[config.mk]
export PLATFORM = sky130hd
export DESIGN_NAME = utf8_scalar_decoder_validator
export DESIGN_NICKNAME = d
export VERILOG_FILES = /design/src/design/utf8_pkg.sv /design/src/design/utf8_scalar_decoder_validator.sv /design/src/design/utf8_front.sv /design/src/design/utf8_queue.sv /design/src/design/utf8_back.sv
export VERILOG_INCLUDE_DIRS = /design/src /design/src/design
export SDC_FILE = /design/constraint.sdc
export NUM_CORES = 1
export LEC_CHECK = 0
export BUFFER_PORTS_ARGS = -buffer_cell sky130_fd_sc_hd__buf_2
export CAP_MARGIN = 20
export CORE_UTILIZATION = 45
export DETAILED_ROUTE_END_ITERATION = 10
export PLACE_DENSITY = 0.7
export SLEW_MARGIN = 0
export SYNTH_ARGS = -nofsm -noshare
export SYNTH_HDL_FRONTEND = slang
export SYNTH_HIERARCHICAL = 1
export SYNTH_SLANG_ARGS = --single-unit
[constraint.sdc]
create_clock -name clk -period 4 [get_ports clk]
set_input_delay 0.4 -clock clk [delete_from_list [all_inputs] [get_ports clk]]
set_output_delay 0.4 -clock clk [all_outputs]
set_load 0.005 [all_outputs]
[src/design/utf8_scalar_decoder_validator_assert.svh]
// assertion macros used by the utf8 decoder output stage
`ifndef UTF8_SCALAR_DECODER_VALIDATOR_ASSERT_SVH
`define UTF8_SCALAR_DECODER_VALIDATOR_ASSERT_SVH

// condition must hold at every rising clock edge out of reset
`define UTF8_ASSERT_ALWAYS(label, clk, rst_n, expr) \
    label: assert property (@(posedge clk) disable iff (!rst_n) (expr)) \
        else $error("utf8 assertion failed");

// antecedent implies consequent in the same cycle
`define UTF8_ASSERT_IMPLY(label, clk, rst_n, ante, cons) \
    label: assert property (@(posedge clk) disable iff (!rst_n) (ante) |-> (cons)) \
        else $error("utf8 assertion failed");

`endif

[src/design/utf8_pkg.sv]
// shared types, constants and decode helpers for the utf8 decoder
package utf8_pkg;

    localparam int OFF_W    = 13;
    localparam int SCALAR_W = 21;
    localparam int LEN_W    = 3;

    localparam int DEF_MAX_BYTES   = 4096;
    localparam int DEF_QUEUE_DEPTH = 4;

    localparam logic [SCALAR_W-1:0] MAX_SCALAR = 21'h10ffff;
    localparam logic [SCALAR_W-1:0] SURR_LO    = 21'h00d800;
    localparam logic [SCALAR_W-1:0] SURR_HI    = 21'h00dfff;
    localparam logic [7:0] CONT_MASK = 8'hc0;
    localparam logic [7:0] CONT_TAG  = 8'h80;
    localparam logic [7:0] PAYLOAD6  = 8'h3f;

    typedef enum logic [2:0] {
        ST_SCALAR   = 3'd0,
        ST_END      = 3'd1,
        ST_BAD_LEAD = 3'd2,
        ST_TRUNC    = 3'd3,
        ST_BAD_CONT = 3'd4,
        ST_INVALID  = 3'd5,
        ST_TOO_LONG = 3'd6
    } status_t;

    // one output record
    typedef struct packed {
        logic [SCALAR_W-1:0] scalar;
        logic [OFF_W-1:0]    offset;
        logic [LEN_W-1:0]    len;
        status_t             status;
        logic                fin;
    } rec_t;

    // one queue word: a record, optionally followed by an end record
    typedef struct packed {
        rec_t             rec;
        logic             has_end;
        logic [OFF_W-1:0] end_offset;
    } entry_t;

    // encoded length from the lead byte, 0 for an illegal lead
    function automatic logic [LEN_W-1:0] lead_length(input logic [7:0] b);
        logic [LEN_W-1:0] len;
        len = 3'd0;
        if (b < 8'h80)
            len = 3'd1;
        else if (b >= 8'hc2 && b <= 8'hdf)
            len = 3'd2;
        else if (b >= 8'he0 && b <= 8'hef)
            len = 3'd3;
        else if (b >= 8'hf0 && b <= 8'hf4)
            len = 3'd4;
        return len;
    endfunction

    // overlong, surrogate or out of range
    function automatic logic scalar_invalid(input logic [SCALAR_W-1:0] code,
                                            input logic [LEN_W-1:0] len);
        logic bad;
        bad = 1'b0;
        if (len == 3'd2 && code < 21'h80)
            bad = 1'b1;
        if (len == 3'd3 && code < 21'h800)
            bad = 1'b1;
        if (len == 3'd4 && code < 21'h10000)
            bad = 1'b1;
        if (code > MAX_SCALAR)
            bad = 1'b1;
        if (code >= SURR_LO && code <= SURR_HI)
            bad = 1'b1;
        return bad;
    endfunction

endpackage

[src/design/utf8_scalar_decoder_validator.sv]
// utf8 decoder and validator top level: decode front end, queue, output stage
// an accepted byte's records pass through the queue into the output register
// throughput: one byte per cycle while the queue is not full; a byte that yields a scalar and
//   an end record holds the output stage for both records, so a run of them can fill the queue
// reset: asynchronous active low; clears decode state, empties the queue and
//   drops any record held at the output
module utf8_scalar_decoder_validator #(
    parameter int MAX_BYTES   = utf8_pkg::DEF_MAX_BYTES,
    parameter int QUEUE_DEPTH = utf8_pkg::DEF_QUEUE_DEPTH
) (
    input  logic        clk,
    input  logic        rst_n,
    input  logic        in_valid,
    output logic        in_ready,
    input  logic [7:0]  data_byte,
    input  logic        end_of_string,
    output logic        out_valid,
    input  logic        out_ready,
    output logic [20:0] scalar_value,
    output logic [12:0] byte_offset,
    output logic [2:0]  sequence_bytes,
    output logic [2:0]  status,
    output logic        final_record
);
    import utf8_pkg::*;

    logic   accept;
    logic   push;
    entry_t push_entry;
    logic   full;
    logic   pop;
    logic   q_valid;
    entry_t q_entry;
    rec_t   out_rec;

    assign in_ready = !full;
    assign accept   = in_valid && in_ready;

    // decode front end
    utf8_front #(
        .MAX_BYTES (MAX_BYTES)
    ) u_front (
        .clk           (clk),
        .rst_n         (rst_n),
        .accept        (accept),
        .data_byte     (data_byte),
        .end_of_string (end_of_string),
        .push          (push),
        .push_entry    (push_entry)
    );

    // word queue
    utf8_queue #(
        .DEPTH (QUEUE_DEPTH)
    ) u_queue (
        .clk        (clk),
        .rst_n      (rst_n),
        .push       (push),
        .push_entry (push_entry),
        .full       (full),
        .pop        (pop),
        .q_valid    (q_valid),
        .q_entry    (q_entry)
    );

    // output stage
    utf8_back u_back (
        .clk       (clk),
        .rst_n     (rst_n),
        .q_valid   (q_valid),
        .q_entry   (q_entry),
        .pop       (pop),
        .out_valid (out_valid),
        .out_ready (out_ready),
        .out_rec   (out_rec)
    );

    assign scalar_value   = out_rec.scalar;
    assign byte_offset    = out_rec.offset;
    assign sequence_bytes = out_rec.len;
    assign status         = 3'(out_rec.status);
    assign final_record   = out_rec.fin;

endmodule

[src/design/utf8_front.sv]
// front end: takes bytes, runs the utf8 decode state and builds queue words
module utf8_front #(
    parameter int MAX_BYTES = utf8_pkg::DEF_MAX_BYTES
) (
    input  logic            clk,
    input  logic            rst_n,
    input  logic            accept,
    input  logic [7:0]      data_byte,
    input  logic            end_of_string,
    output logic            push,
    output utf8_pkg::entry_t push_entry
);
    import utf8_pkg::*;

    localparam int RAW_CNT_W = $clog2(MAX_BYTES + 1);
    localparam int CNT_W     = (RAW_CNT_W > OFF_W) ? RAW_CNT_W : OFF_W;
    localparam logic [CNT_W-1:0] MAX_CNT = CNT_W'(MAX_BYTES);

    logic [SCALAR_W-1:0] partial_reg, partial_next;
    logic [1:0]          remain_reg, remain_next;
    logic [LEN_W-1:0]    seqlen_reg, seqlen_next;
    logic [OFF_W-1:0]    seqstart_reg, seqstart_next;
    logic [CNT_W-1:0]    count_reg, count_next;
    logic                pend_reg, pend_next;
    logic                failed_reg, failed_next;

    // decoder state
    always_ff @(posedge clk or negedge rst_n)
    begin
        if (!rst_n)
        begin
            partial_reg  <= '0;
            remain_reg   <= '0;
            seqlen_reg   <= '0;
            seqstart_reg <= '0;
            count_reg    <= '0;
            pend_reg     <= 1'b0;
            failed_reg   <= 1'b0;
        end
        else
        begin
            partial_reg  <= partial_next;
            remain_reg   <= remain_next;
            seqlen_reg   <= seqlen_next;
            seqstart_reg <= seqstart_next;
            count_reg    <= count_next;
            pend_reg     <= pend_next;
            failed_reg   <= failed_next;
        end
    end

    // per-byte decode
    always_comb
    begin
        logic                done;
        logic [LEN_W-1:0]    llen;
        logic                cont_bad;
        logic [SCALAR_W-1:0] shifted;
        logic [1:0]          rem_dec;
        logic                pend_upd;
        logic [CNT_W-1:0]    cnt_inc;
        logic [OFF_W-1:0]    pos;

        partial_next  = partial_reg;
        remain_next   = remain_reg;
        seqlen_next   = seqlen_reg;
        seqstart_next = seqstart_reg;
        count_next    = count_reg;
        pend_next     = pend_reg;
        failed_next   = failed_reg;
        push          = 1'b0;
        push_entry    = '0;
        done          = 1'b0;

        llen     = lead_length(data_byte);
        cont_bad = (data_byte & CONT_MASK) != CONT_TAG;
        shifted  = {partial_reg[SCALAR_W-7:0], data_byte[5:0]};
        rem_dec  = remain_reg - 2'd1;
        pend_upd = pend_reg | cont_bad;
        cnt_inc  = count_reg + CNT_W'(1);
        pos      = count_reg[OFF_W-1:0];

        if (accept)
        begin
            if (failed_reg)
            begin
                // bytes after an error are dropped until the final byte
                done = 1'b1;
            end
            else if (count_reg >= MAX_CNT)
            begin
                push              = 1'b1;
                push_entry.rec.offset = MAX_CNT[OFF_W-1:0];
                push_entry.rec.status = ST_TOO_LONG;
                push_entry.rec.fin    = 1'b1;
                failed_next       = 1'b1;
                done              = 1'b1;
            end
            else
            begin
                count_next = cnt_inc;
                if (remain_reg == 2'd0)
                begin
                    // lead byte
                    if (llen == 3'd0)
                    begin
                        push                  = 1'b1;
                        push_entry.rec.offset = pos;
                        push_entry.rec.status = ST_BAD_LEAD;
                        push_entry.rec.fin    = 1'b1;
                        failed_next           = 1'b1;
                        done                  = 1'b1;
                    end
                    else if (llen == 3'd1)
                    begin
                        push                  = 1'b1;
                        push_entry.rec.scalar = SCALAR_W'(data_byte);
                        push_entry.rec.offset = pos;
                        push_entry.rec.len    = 3'd1;
                        push_entry.rec.status = ST_SCALAR;
                    end
                    else
                    begin
                        unique case (llen)
                            3'd2:    partial_next = SCALAR_W'(data_byte[4:0]);
                            3'd3:    partial_next = SCALAR_W'(data_byte[3:0]);
                            default: partial_next = SCALAR_W'(data_byte[2:0]);
                        endcase
                        remain_next   = 2'(llen - 3'd1);
                        seqlen_next   = llen;
                        seqstart_next = pos;
                        pend_next     = 1'b0;
                        if (end_of_string)
                        begin
                            push                  = 1'b1;
                            push_entry.rec.offset = pos;
                            push_entry.rec.status = ST_TRUNC;
                            push_entry.rec.fin    = 1'b1;
                            done                  = 1'b1;
                        end
                    end
                end
                else
                begin
                    // continuation byte
                    pend_next   = pend_upd;
                    remain_next = rem_dec;
                    if (!cont_bad)
                        partial_next = shifted;
                    if (rem_dec == 2'd0)
                    begin
                        push                  = 1'b1;
                        push_entry.rec.offset = seqstart_reg;
                        if (pend_upd)
                        begin
                            push_entry.rec.status = ST_BAD_CONT;
                            push_entry.rec.fin    = 1'b1;
                            failed_next           = 1'b1;
                            done                  = 1'b1;
                        end
                        else if (scalar_invalid(shifted, seqlen_reg))
                        begin
                            push_entry.rec.status = ST_INVALID;
                            push_entry.rec.fin    = 1'b1;
                            failed_next           = 1'b1;
                            done                  = 1'b1;
                        end
                        else
                        begin
                            push_entry.rec.scalar = shifted;
                            push_entry.rec.len    = seqlen_reg;
                            push_entry.rec.status = ST_SCALAR;
                            partial_next          = '0;
                            seqlen_next           = '0;
                        end
                    end
                    else if (end_of_string)
                    begin
                        push                  = 1'b1;
                        push_entry.rec.offset = seqstart_reg;
                        push_entry.rec.status = ST_TRUNC;
                        push_entry.rec.fin    = 1'b1;
                        done                  = 1'b1;
                    end
                end
            end

            // end record on a clean final byte
            if (end_of_string && !done)
            begin
                push                  = 1'b1;
                push_entry.has_end    = 1'b1;
                push_entry.end_offset = cnt_inc[OFF_W-1:0];
                if (!push_entry.rec.len[0] && !push_entry.rec.len[1]
                    && !push_entry.rec.len[2])
                begin
                    // no scalar this byte: the end record goes out alone
                    push_entry.has_end    = 1'b0;
                    push_entry.rec.offset = cnt_inc[OFF_W-1:0];
                    push_entry.rec.status = ST_END;
                    push_entry.rec.fin    = 1'b1;
                end
            end

            // final byte clears the string state
            if (end_of_string)
            begin
                partial_next  = '0;
                remain_next   = '0;
                seqlen_next   = '0;
                seqstart_next = '0;
                count_next    = '0;
                pend_next     = 1'b0;
                failed_next   = 1'b0;
            end
        end
    end

endmodule

[src/design/utf8_queue.sv]
// small word queue between the decode front end and the output stage
module utf8_queue #(
    parameter int DEPTH = utf8_pkg::DEF_QUEUE_DEPTH
) (
    input  logic             clk,
    input  logic             rst_n,
    input  logic             push,
    input  utf8_pkg::entry_t push_entry,
    output logic             full,
    input  logic             pop,
    output logic             q_valid,
    output utf8_pkg::entry_t q_entry
);
    import utf8_pkg::*;

    localparam int PTR_W = (DEPTH > 1) ? $clog2(DEPTH) : 1;
    localparam int CNT_W = $clog2(DEPTH + 1);
    localparam logic [PTR_W-1:0] LAST_PTR = PTR_W'(DEPTH - 1);
    localparam logic [CNT_W-1:0] FULL_CNT = CNT_W'(DEPTH);

    entry_t           mem_reg [DEPTH];
    logic [PTR_W-1:0] wr_ptr_reg, wr_ptr_next;
    logic [PTR_W-1:0] rd_ptr_reg, rd_ptr_next;
    logic [CNT_W-1:0] cnt_reg, cnt_next;

    assign full    = (cnt_reg == FULL_CNT);
    assign q_valid = (cnt_reg != '0);
    assign q_entry = mem_reg[rd_ptr_reg];

    // pointer and fill count update
    always_comb
    begin
        wr_ptr_next = wr_ptr_reg;
        rd_ptr_next = rd_ptr_reg;
        cnt_next    = cnt_reg;
        if (push)
            wr_ptr_next = (wr_ptr_reg == LAST_PTR) ? '0 : wr_ptr_reg + PTR_W'(1);
        if (pop)
            rd_ptr_next = (rd_ptr_reg == LAST_PTR) ? '0 : rd_ptr_reg + PTR_W'(1);
        if (push && !pop)
            cnt_next = cnt_reg + CNT_W'(1);
        else if (pop && !push)
            cnt_next = cnt_reg - CNT_W'(1);
    end

    always_ff @(posedge clk or negedge rst_n)
    begin
        if (!rst_n)
        begin
            wr_ptr_reg <= '0;
            rd_ptr_reg <= '0;
            cnt_reg    <= '0;
        end
        else
        begin
            wr_ptr_reg <= wr_ptr_next;
            rd_ptr_reg <= rd_ptr_next;
            cnt_reg    <= cnt_next;
        end
    end

    // storage
    always_ff @(posedge clk)
    begin
        if (push)
            mem_reg[wr_ptr_reg] <= push_entry;
    end

endmodule

[src/design/utf8_back.sv]
// output stage: pops queue words and presents their records, one per output handshake
module utf8_back (
    input  logic             clk,
    input  logic             rst_n,
    input  logic             q_valid,
    input  utf8_pkg::entry_t q_entry,
    output logic             pop,
    output logic             out_valid,
    input  logic             out_ready,
    output utf8_pkg::rec_t   out_rec
);
    import utf8_pkg::*;

`include "utf8_scalar_decoder_validator_assert.svh"

    logic             out_valid_reg, out_valid_next;
    logic             end_pend_reg, end_pend_next;
    rec_t             rec_reg, rec_next;
    logic [OFF_W-1:0] end_off_reg, end_off_next;
    logic             load;

    assign load      = !out_valid_reg || out_ready;
    assign out_valid = out_valid_reg;
    assign out_rec   = rec_reg;

    // pick the next record: a held end record first, then the queue
    always_comb
    begin
        out_valid_next = out_valid_reg;
        end_pend_next  = end_pend_reg;
        rec_next       = rec_reg;
        end_off_next   = end_off_reg;
        pop            = 1'b0;
        if (load)
        begin
            if (end_pend_reg)
            begin
                rec_next        = '0;
                rec_next.offset = end_off_reg;
                rec_next.status = ST_END;
                rec_next.fin    = 1'b1;
                out_valid_next  = 1'b1;
                end_pend_next   = 1'b0;
            end
            else if (q_valid)
            begin
                pop            = 1'b1;
                rec_next       = q_entry.rec;
                end_pend_next  = q_entry.has_end;
                end_off_next   = q_entry.end_offset;
                out_valid_next = 1'b1;
            end
            else
            begin
                out_valid_next = 1'b0;
            end
        end
    end

    always_ff @(posedge clk or negedge rst_n)
    begin
        if (!rst_n)
        begin
            out_valid_reg <= 1'b0;
            end_pend_reg  <= 1'b0;
        end
        else
        begin
            out_valid_reg <= out_valid_next;
            end_pend_reg  <= end_pend_next;
        end
    end

    // payload registers
    always_ff @(posedge clk)
    begin
        rec_reg     <= rec_next;
        end_off_reg <= end_off_next;
    end

    // checks
    `UTF8_ASSERT_IMPLY(a_pop_nonempty, clk, rst_n, pop, q_valid)
    `UTF8_ASSERT_IMPLY(a_end_follows_word, clk, rst_n, end_pend_reg, out_valid_reg)
    `UTF8_ASSERT_IMPLY(a_scalar_shape, clk, rst_n,
        out_valid_reg && rec_reg.status == ST_SCALAR,
        !rec_reg.fin && rec_reg.len != '0)
    `UTF8_ASSERT_IMPLY(a_final_shape, clk, rst_n,
        out_valid_reg && rec_reg.status != ST_SCALAR,
        rec_reg.fin && rec_reg.len == '0 && rec_reg.scalar == '0)

endmodule
# Word level (Yosys, flattened, before mapping)
# Memory sizes are Yosys's and may differ from the RTL's.
# Index checks and enable logic that the tools add are counted.
dict set report totals {
  register_bits 117
  ram_bits 220
  output_inout_bits 43
  elab_cells 224
  n_memories 1
}
# memory words width read_ports rd_ports_with_merged_regs write_ports line
set memory_table {}
lappend memory_table {u_queue.mem_reg 4 55 1 0 1 utf8_queue.sv:21} ;# entry_t mem_reg [DEPTH];
dict set report op_classes {
  add_sub_neg 7
  magnitude_cmp 14
  eq_ne 18
  muxes 128
  bitwise 2
  reduce_logical 36
}
# operator count
set op_table {}
lappend op_table {{two-way mux 21 bit} 14}
lappend op_table {{two-way mux 13 bit} 17}
lappend op_table {{two-way mux 41 bit} 4}
lappend op_table {{two-way mux 3 bit} 22}
lappend op_table {{two-way mux 55 bit} 1}
lappend op_table {{two-way mux 1 bit} 52}
lappend op_table {{>= comparator 8 bit, second input constant} 3}
lappend op_table {{less-or-equal comparator 8 bit, second input constant} 3}
lappend op_table {{>= comparator 21 x 16 -> 1 bit, second input constant} 1}
lappend op_table {{> comparator 21 bit, second input constant} 1}
lappend op_table {{less-or-equal comparator 21 x 16 -> 1 bit, second input constant} 1}
lappend op_table {{< comparator 21 x 12 -> 1 bit, second input constant} 1}
lappend op_table {{< comparator 21 x 17 -> 1 bit, second input constant} 1}
lappend op_table {{< comparator 21 x 8 -> 1 bit, second input constant} 1}
lappend op_table {{two-way mux 20 bit} 1}
lappend op_table {{two-way mux 18 bit} 1}
lappend op_table {{two-way mux 2 bit} 8}
lappend op_table {{two-way mux 4 bit} 4}
lappend op_table {{two-way mux 8 bit} 2}
lappend op_table {{adder 13 x 1 -> 13 bit, second input constant} 1}
lappend op_table {{>= comparator 13 bit, second input constant} 1}
lappend op_table {{logical AND 1 bit} 13}
lappend op_table {{equality test 3 x 2 -> 1 bit, second input constant} 4}
lappend op_table {{inequality test 2 bit, second input constant} 5}
lappend op_table {{25 further kinds} 43}

# Depth between registers and ports, before layout
# Gate-level depths: netlist (run 1).
dict set report logic_depth {
  depth_word 28
  ltp_mapped 12
}

# Cells and area by module
# Netlist (run 1), hierarchy kept.
# module n_inst cells_per_inst area_each_um2
set by_module_without_submodules {}
lappend by_module_without_submodules {utf8_queue 1 324 8348.0}
lappend by_module_without_submodules {utf8_front 1 387 3206.8}
lappend by_module_without_submodules {utf8_back 1 111 2133.3}
lappend by_module_without_submodules {utf8_scalar_decoder_validator 1 2 10.0}

# Least setup slack after synthesis (run 1)
# OpenSTA, ideal clock, no wires.
dict set report synth_path {
  path_kind {input-to-reg}
  startpoint {input port data_byte[4]}
  endpoint {memory u_queue/mem_reg[1][0] (netlist bit) (enable)}
  arrival_ps 3342
  required_time_ps 3582
  slack_ps 240
  path_stages 7
  path_buffers 0
  path_cell_list {or4_1 -> nor2_1 -> a311o_1 -> nor2_1 -> or2_2 -> a21oi_1 -> and2_1}
}
dict set report synth_between {
  elab_chain_cells 26
}
# item line
set synth_rtl {}
lappend synth_rtl {{from (decl)} utf8_scalar_decoder_validator.sv:15} ;# input logic [7:0] data_byte,
lappend synth_rtl {{< comparator 21 x 8 -> 1 bit} utf8_pkg.sv:64} ;# if (len == 3'd2 && code < 21'h80)
lappend synth_rtl {{logical AND 1 bit} utf8_pkg.sv:64}
lappend synth_rtl {{two-way mux 1 bit} utf8_pkg.sv:64}
lappend synth_rtl {{two-way mux 1 bit} utf8_pkg.sv:66} ;# if (len == 3'd3 && code < 21'h800)
lappend synth_rtl {{two-way mux 1 bit} utf8_pkg.sv:68} ;# if (len == 3'd4 && code < 21'h10000)
lappend synth_rtl {{two-way mux 1 bit} utf8_pkg.sv:70} ;# if (code > MAX_SCALAR)
lappend synth_rtl {{two-way mux 1 bit} utf8_pkg.sv:72} ;# if (code >= SURR_LO && code <= SURR_HI)
lappend synth_rtl {{two-way mux 1 bit} utf8_front.sv:154} ;# if (pend_upd)
lappend synth_rtl {{[11 not listed]} n/a}
lappend synth_rtl {{two-way mux 1 bit} utf8_front.sv:83} ;# if (accept)
lappend synth_rtl {{logical NOT 1 bit} utf8_front.sv:189} ;# if (end_of_string && !done)
lappend synth_rtl {{logical AND 1 bit} utf8_front.sv:189}
lappend synth_rtl {{two-way mux 1 bit (*)} utf8_front.sv:189}
lappend synth_rtl {{two-way mux 1 bit (*)} utf8_front.sv:83}
lappend synth_rtl {{via push} utf8_scalar_decoder_validator.sv:28} ;# logic push;
lappend synth_rtl {{two-way mux 1 bit (*)} utf8_queue.sv:65} ;# if (push)
lappend synth_rtl {{two-way mux 1 bit (implied by the code) (*)} utf8_queue.sv:66} ;# mem_reg[wr_ptr_reg] <= push_entry;
lappend synth_rtl {{to (decl)} utf8_queue.sv:21}
# The timed path passes the listed nets; every way through them passes the cells marked *. The select of a mux whose other input is x is not followed.

==> results of run 1 <==
[logic make-up after synthesis]
| family | count (synthesis) |
|---|---|
| muxes | 71 |
| adders and majority gates | 9 |
| and+or+nand+nor | 218 |
| xor gates and xnor gates | 12 |
| buffers and inverters | 63 |
| AOI/OAI and AO/OA | 120 |
| DFF | 331 |
[per-stage QoR]
step                      power [uW]  hold slack (ps)  instances
after floorplan                 7068            104.4        824
after global placement          7901            455.7       1243
after detailed placement        7960            463.5       1243
after CTS                      11370            32.75       1304
after global routing           11770            66.07       1304
final                          11250            1.063       1304
[worst min-delay path by stage]
stage,from,endpoint,slack [ps],depth (start not counted)
2_1_floorplan,rst_n,u_back/end_pend_reg,100,0
3_3_place_gp,u_front/seqstart_reg[10],u_front/seqstart_reg[10],460,2
3_5_place_dp,u_front/seqstart_reg[10],u_front/seqstart_reg[10],460,2
6_report,rst_n,u_front/partial_reg[1],1,1
5_1_grt,rst_n,u_front/partial_reg[1],70,1
4_1_cts,rst_n,u_queue/cnt_reg[0],30,1
[power by group through the flow]
stage / combinational (uW) / clock (uW) / sequential [uW]
after floorplan: 2050 / 0 / 5020
after global placement: 2700 / 0 / 5200
after detailed placement: 2730 / 0 / 5230
after CTS: 2740 / 3470 / 5160
after global routing: 2940 / 3590 / 5240
final: 2700 / 3410 / 5140
[routing by layer]
metal | routed length (um) | up-vias | track usage | part of all wire
li1 | - | 3351 | - | -
met1 | 12390 | 3785 | 0.2638 | 0.46
met2 | 12440 | 241 | 0.2715 | 0.46
met3 | 1461 | 39 | 0.02713 | 0.055
met4 | 467 | 0 | 0.04741 | 0.017
met5 | 0 | - | 0 | 0
[placed cells by master (no fill, tap or decap), drive strengths merged, types with 9 or more instances in the layout]
cell type,instances
o21ai,28
nor2,43
dfrtp,57
a21oi,10
edfxtp,274
mux4,55
nand2,42
clkbuf,46
nor2b,30
and2,12
mux2,16
buf,73
a22oi,9
a22o,22
nand3,12
nand2b,14
inv,20
and3,25
[final cells by class]
class | instances | area [um^2]
well taps | 390 | 488.0
clock inverters | 15 | 249.0
multi-input cells | 430 | 3720
flip-flops and latches | 331 | 9661
fillers | 2369 | 14140
clock buffers | 46 | 979.7
inverters | 19 | 71.32
repair buffers | 73 | 485.5
[worst max-delay path: cells and delay by family, from the launching register on]
family / cells / cell delay, ps
AND/OR/NAND/NOR: 4 / 1330
AO/OA/AOI/OAI: 3 / 1130
flip-flops: 1 / 470
==> key figures, run 1 <==
Logic synthesis
  – Seq cells post-synth: about 330
  – Post-synth top cells: 274 x edfxtp_1, 57 x dfrtp_1, 55 x mux4_2, 42 x nand2_1, 42 x nor2_1
  – Post-synth EDFFs: 274
  – Largest cells by area after synthesis: edfxtp_1 60%, dfrtp_1 10%, mux4_2 9.0%
  – Simple-Gate Fraction of Synth Area: 0.08559
  – Async S/R FF share, synth: 0.1722
  – Synth Area in XOR/XNOR: 0.007673
  – Top cell type's share of synthesized area: 0.6007
  – Multiplexer area fraction after synthesis: 0.1063
  – Largest family of logic cells by synthesized area: multiplexers
  – Post-synthesis compound-gate area fraction: 0.06156
  – Synth Area in Adders: 0.008769
  – Synth cell types: 65
  – Synth Flop Type: edfxtp_1
  – Post-Syn Area: 13700 um^2
  – Largest area contributor in the synthesized netlist: edfxtp_1
  – Most numerous cell in the Yosys netlist: edfxtp_1
  – Synthesized area per cell: between 15 and 20 um^2
  – Post-synthesis cell count: 824
  – Syn. warnings: 6
  – Seq/Total Area, Yosys: 0.7048
  – Post-synth net total: 846

Power and ir drop
  – Pwr dens: 718.6 nW/um^2
  – Worst VDD drop: about 290 uV
  – Static leakage: 0.005647 uW
  – Seq pwr share: 0.457
  – Clock network fraction of design power: 0.303
  – P_int: just over 8000 uW
  – Comb pwr share: 0.240
  – Switching share of power: 0.2764
  – NetSw: a little over 3000 uW

CTS
  – Cts hold-fix bufs: 0
  – CTS tree: yes
  – Later-pin clock latency in the skew report: 510 ps
  – H-tree Lvls: 2
  – CTS root buf: clkbuf_16
  – CTS buffer count: 34
  – Clock transition time at the flip-flop clock pins of the worst setup and hold paths: 60 ps
  – # resized after CTS: 0
  – Num Clock Sinks: 331
  – Max clock buf depth: 3
  – Post-CTS Setup Bufs: 0

Finish
  – Design Area, Final: 15650 um^2
  – Max reg flops: 220
  – Synthesis-to-layout area growth: 14.28%
  – Total Nets Final: between 900 and 1000
  – Layout cell share with drive strength beyond 1: 0.2429
  – Final core occ: 0.5254
  – Antenna cells: 0

Worst setup path
  – CP Capture Type: flop
  – Crit path to: u_queue/mem_reg[3][21]
  – Worst path max stage delay: around 530 ps
  – Crit Path Class: flop to flop
  – Depth of the most critical reg-to-reg path: 7
  – CP Cell Sequence: nand2b_1 -> nor3_1 -> o211ai_1 -> a2bb2oi_1 -> or2_1 -> nand2_1 -> o22ai_1
  – Reg2reg end: u_queue/mem_reg[3][21]
  – CP Launch Type: flop
  – Critical-path top delay cell: a2bb2oi_1
  – Critical path peak fanout: 10
  – Launching point of the worst reg2reg path: u_front/remain_reg[1]
  – CP Data Arrival Time: ~3500 ps
  – Worst setup startpoint: u_front/remain_reg[1]
  – Worst EP required: 4240 ps
  – Reg2Reg Setup Slack: 790 ps

Timing
  – Worst slew pin tran: 1069 ps
  – RSZ-0062 raised after global routing: no
  – Final period util: 0.8031
  – Highest Clock Rate: 0.3113 GHz
  – Final worst-path setup slack: 787.6 ps
  – Minimum clock period: 3212 ps
  – Final slew viol count: 0
  – Fin. Hold Viols: 0
  – Clock skew: 14.78 ps
  – Final setup vio count: 0
  – Setup TNS: 0 ps
  – Slew headroom: 0.2876

Route
  – Pre-antenna DRT Iters: 4
  – Vias per cell: 5.687
  – WL per Instance: around 20 um
  – Initial DRC count: 679
  – Detailed-route DRC error count: 0
  – Antenna Nets Post-Route: 0
  – Via count: 7416
  – Total wire length: 26.76 mm

Global routing
  – Grt ovf: 0
  – GRT Overall Usage: 0.1768
  – Initial antenna violation count: 1
  – First-pass GRT wire length: 41.87 mm
  – Largest net degree at the start of global routing: 56
  – Vias in the first global route: 7257

Placement
  – HPWL after DPL: 17.13 mm
  – Placement Setup Slack: 429.8 ps
  – IO buf count: 55
  – Placed cell areas: 14430 um^2
  – Final Wtd Congestion: 0.8555

Die
  – I/O pins: 56
  – Die area: 31140 um^2
  – Die W: 176.5 um
  – Initial core utilization: 0.4597
  – Placeable Area: 29800 um^2
  – FP Rows: 63
  – Die Span Y: 176.5 um

Flow run
  – Max-Cap Viols: 0

Run status
  – Status: complete, no violations

Worst hold path
  – Hold Crit Class: input port to asynchronous set/reset pin
Power figures use the tool's default switching activity.
==> run 2: changes to the inputs <==
--- a/config.mk
+++ b/config.mk
@@ -6,6 +6,7 @@
 export SDC_FILE = /design/constraint.sdc
 export NUM_CORES = 1
 export LEC_CHECK = 0
+export ABC_AREA = 1
 export BUFFER_PORTS_ARGS = -buffer_cell sky130_fd_sc_hd__buf_2
 export CAP_MARGIN = 20
 export CORE_UTILIZATION = 45
==> constraint.sdc (replaced) <==
create_clock -name clk -period 3.3 [get_ports clk]
set_input_delay 0.33 -clock clk [delete_from_list [all_inputs] [get_ports clk]]
set_output_delay 0.33 -clock clk [all_outputs]
set_load 0.005 [all_outputs]
==> key figures, run 2 <==
Worst setup path
  – Worst path max stage delay: 800 ps (+270 ps)
  – Worst setup startpoint: u_queue/cnt_reg[0]
  – Critical path peak fanout: 22 (+12)
  – Worst EP required: 3490 ps (-750 ps)
  – CP Data Arrival Time: 2820 ps (-630 ps)
  – Crit path to: u_queue/mem_reg[2][46]
  – Depth of the most critical reg-to-reg path: 8 (+1)
  – CP Capture Type: flop
  – Critical-path top delay cell: nor3_1
  – Crit Path Class: flop to flop
  – CP Launch Type: flop
  – Launching point of the worst reg2reg path: u_queue/cnt_reg[0]
  – CP Cell Sequence: nor3_1 -> nor2_2 -> inv_2 -> nor2_1 -> inv_1 -> nor2_1 -> inv_1 -> nor3_1
  – Reg2Reg Setup Slack: 670 ps (-120 ps)
  – Reg2reg end: u_queue/mem_reg[2][46]

Placement
  – Cells after DPL: 1846 (+49%)
  – IO buf count: 55 (unchanged)
  – Final Wtd Congestion: 0.8485 (-0.82%)
  – Placement Setup Slack: 479.1 ps (+49.26 ps)
  – HPWL after DPL: 19.35 mm (+13%)

Route
  – WL per Instance: 15.86 um (-23%)
  – Detailed-route DRC error count: 0 (unchanged)
  – Antenna Nets Post-Route: 0 (unchanged)
  – Total wire length: 30.25 mm (+13%)
  – Via count: 9772 (+32%)
  – Initial DRC count: 736 (+8.4%)
  – Vias per cell: 5.122 (-9.9%)
  – Pre-antenna DRT Iters: 5 (+1)

Timing
  – Final setup vio count: 0 (unchanged)
  – Minimum clock period: 2629 ps (-583.3 ps)
  – Final worst-path setup slack: 670.9 ps (-116.7 ps)
  – RSZ-0062 raised after global routing: no
  – Slew headroom: 0.3367 (+0.04911)
  – Final slew viol count: 0 (unchanged)
  – Hold Slack: 133.4 ps (+132.4 ps)
  – Highest Clock Rate: 0.3804 GHz (+22%)
  – Clock skew: 12.25 ps (-2.532 ps)
  – Worst slew pin tran: 994.9 ps (-73.67 ps)
  – Setup TNS: 0 ps (unchanged)
  – Final period util: 0.7967 (-0.006398)
  – Fin. Hold Viols: 0 (unchanged)

CTS
  – CTS tree: yes
  – Clock transition time at the flip-flop clock pins of the worst setup and hold paths: 60 ps (about the same)
  – CTS root buf: clkbuf_16
  – Max clock buf depth: 3 (unchanged)
  – Num Clock Sinks: 331 (unchanged)
  – # resized after CTS: 0 (unchanged)
  – CTS buffer count: 35 (+2.9%)
  – Post-CTS Setup Bufs: 0 (unchanged)
  – H-tree Lvls: 2 (unchanged)
  – Later-pin clock latency in the skew report: 510 ps (about the same)

Global routing
  – GRT Overall Usage: 0.1825 (+0.005710)
  – Vias in the first global route: 9254 (+28%)
  – Initial antenna violation count: 0 (-1)
  – Largest net degree at the start of global routing: 154 (+180%)
  – Grt ovf: 0 (unchanged)
  – First-pass GRT wire length: 48.32 mm (+15%)

Logic synthesis
  – Post-synth top cells: 314 x nand2_1, 274 x edfxtp_1, 231 x inv_1, 117 x o211ai_1, 103 x nor2_1
  – Synthesized area per cell: 10.82 um^2 (-35%)
  – Seq/Total Area, Yosys: 0.6440 (-0.06077)
  – Most numerous cell in the Yosys netlist: nand2_1
  – Post-synthesis cell count: 1386 (+68%)
  – Async S/R FF share, synth: 0.1722 (unchanged)
  – Post-synth net total: 1408 (+66%)
  – Synth cell types: 44 (-32%)
  – Top cell type's share of synthesized area: 0.5489 (-0.05179)
  – Largest area contributor in the synthesized netlist: edfxtp_1
  – Largest cells by area after synthesis: edfxtp_1 55%, dfrtp_1 9.5%, nand2_1 7.9%
  – Seq cells post-synth: 331 (unchanged)
  – Post-synth EDFFs: 274 (unchanged)
  – Syn. warnings: 6 (unchanged)
  – Post-Syn Area: 14990 um^2 (+9.4%)
  – Synth Flop Type: edfxtp_1

Finish
  – Layout cell share with drive strength beyond 1: 0.1255 (-0.1174)
  – Total Nets Final: 1464 (+61%)
  – Synthesis-to-layout area growth: 11.89%
  – Fillers: 2789 (+18%)
  – Most frequent cells in the layout: 314 x nand2_1, 274 x edfxtp_1, 226 x inv_1, 117 x o211ai_1, 103 x nor2_1
  – Multi-input logic area: 3930 um^2 (+5.7%)
  – Fin cells: 1908 (+46%)
  – Most common cell after layout, fill and taps aside: nand2_1
  – Final core occ: 0.5142 (-0.01113)
  – Max reg flops: 220 (unchanged)
  – FF+latch area: 9656 um^2 (about the same)
  – Antenna cells: 0 (unchanged)

Power and ir drop
  – Worst VDD drop: 485.6 uV (+70%)
  – Static leakage: 0.006944 uW (+23%)
  – Pwr dens: 859.1 nW/um^2 (+20%)

Die
  – Initial core utilization: 0.4596 (about the same)
  – Die area: 34050 um^2 (+9.3%)
  – Placeable Area: 32620 um^2 (+9.5%)
  – Die Span Y: 184.5 um (+4.6%)
  – FP Rows: 66 (+4.8%)
  – I/O pins: 56 (unchanged)
  – Die W: 184.5 um (+4.6%)

Run status
  – Status: complete, no violations

Worst hold path
  – Hold Crit Class: input port to flop

Flow run
  – Max-Cap Viols: 0 (unchanged)
-- run 2: changes by cell type after synthesis, moves of 24 or more --
| cell | before | now |
|---|---|---|
| nor2b_1 | 30 | 0 |
| o211ai_1 | 2 | 117 |
| mux4_2 | 55 | 0 |
| inv_1 | 19 | 231 |
| and3_1 | 24 | 0 |
| nor2_1 | 42 | 103 |
| nand2_1 | 42 | 314 |
-- run 2: worst max-delay path, delay by kind of cell (launching register included) --
kind / cells / cell delay (ps)
and+or+nand+nor: 5 / 1370
buffers and inverters: 3 / 480
DFF: 1 / 440
-- run 2: logic make-up (layout without fill, tap and decap cells) --
family,count (synthesis),in the layout,synth area share
and+or+nand+nor,508,508,0.1464
DFF,331,331,0.6440
buffers and inverters,307,387,0.09415
AOI/OAI and AO/OA,224,224,0.1033
adders and majority gates,9,9,0.008013
xor gates and xnor gates,7,7,0.004090
-- run 2: area by class of cell --
cell class,count,area share
Sequential cell,331,0.5756
Inverter,245,0.05572
Clock buffer,43,0.05654
Tap cell,442,0.03297
Clock inverter,18,0.01290
Multi-Input combinational cell,748,0.2343
Timing Repair Buffer,81,0.03193
-- run 2: what timing repair did --
item	4_1_cts	5_1_grt
endpoints found under the hold margin	28	0
setup endpoints to repair	0	0
hold buffers	1	0
-- run 2: per-layer routing --
metal | vias to the layer above | part of all wire | track usage | wire length (um)
li1 | 4780 | - | - | -
met1 | 4653 | 0.47 | 0.2581 | 14120
met2 | 286 | 0.45 | 0.2909 | 13710
met3 | 53 | 0.058 | 0.02845 | 1762
met4 | 0 | 0.022 | 0.05333 | 655
met5 | - | 0 | 0 | 0
-- run 2: power breakdown --
group	total, uW	internal, uW	switching, uW	leakage (uW)
clock network	3960	2430	1530	0.000559
logic	4420	1350	3060	0.00302
registers	6030	5720	314	0.00336
-- run 2: worst min-delay path by stage --
stage,startpoint,endpoint,slack [ps],depth (start not counted)
after CTS,out_ready,u_back/out_valid,120,4
after floorplan,rst_n,u_back/end_pend_reg,30,0
after global routing,out_ready,u_back/end_pend_reg,170,4
after global placement,rst_n,u_back/out_valid,450,1
final,out_ready,u_back/out_valid,130,4
after detailed placement,rst_n,u_back/out_valid,450,1
-- run 2: stage by stage --
stage	area [um^2]	total power (uW)
CTS	16770	14540
finish	16770	14410
global route	16770	15330
detailed placement	15600	10550
global placement	15600	10440
floorplan	14990	9440
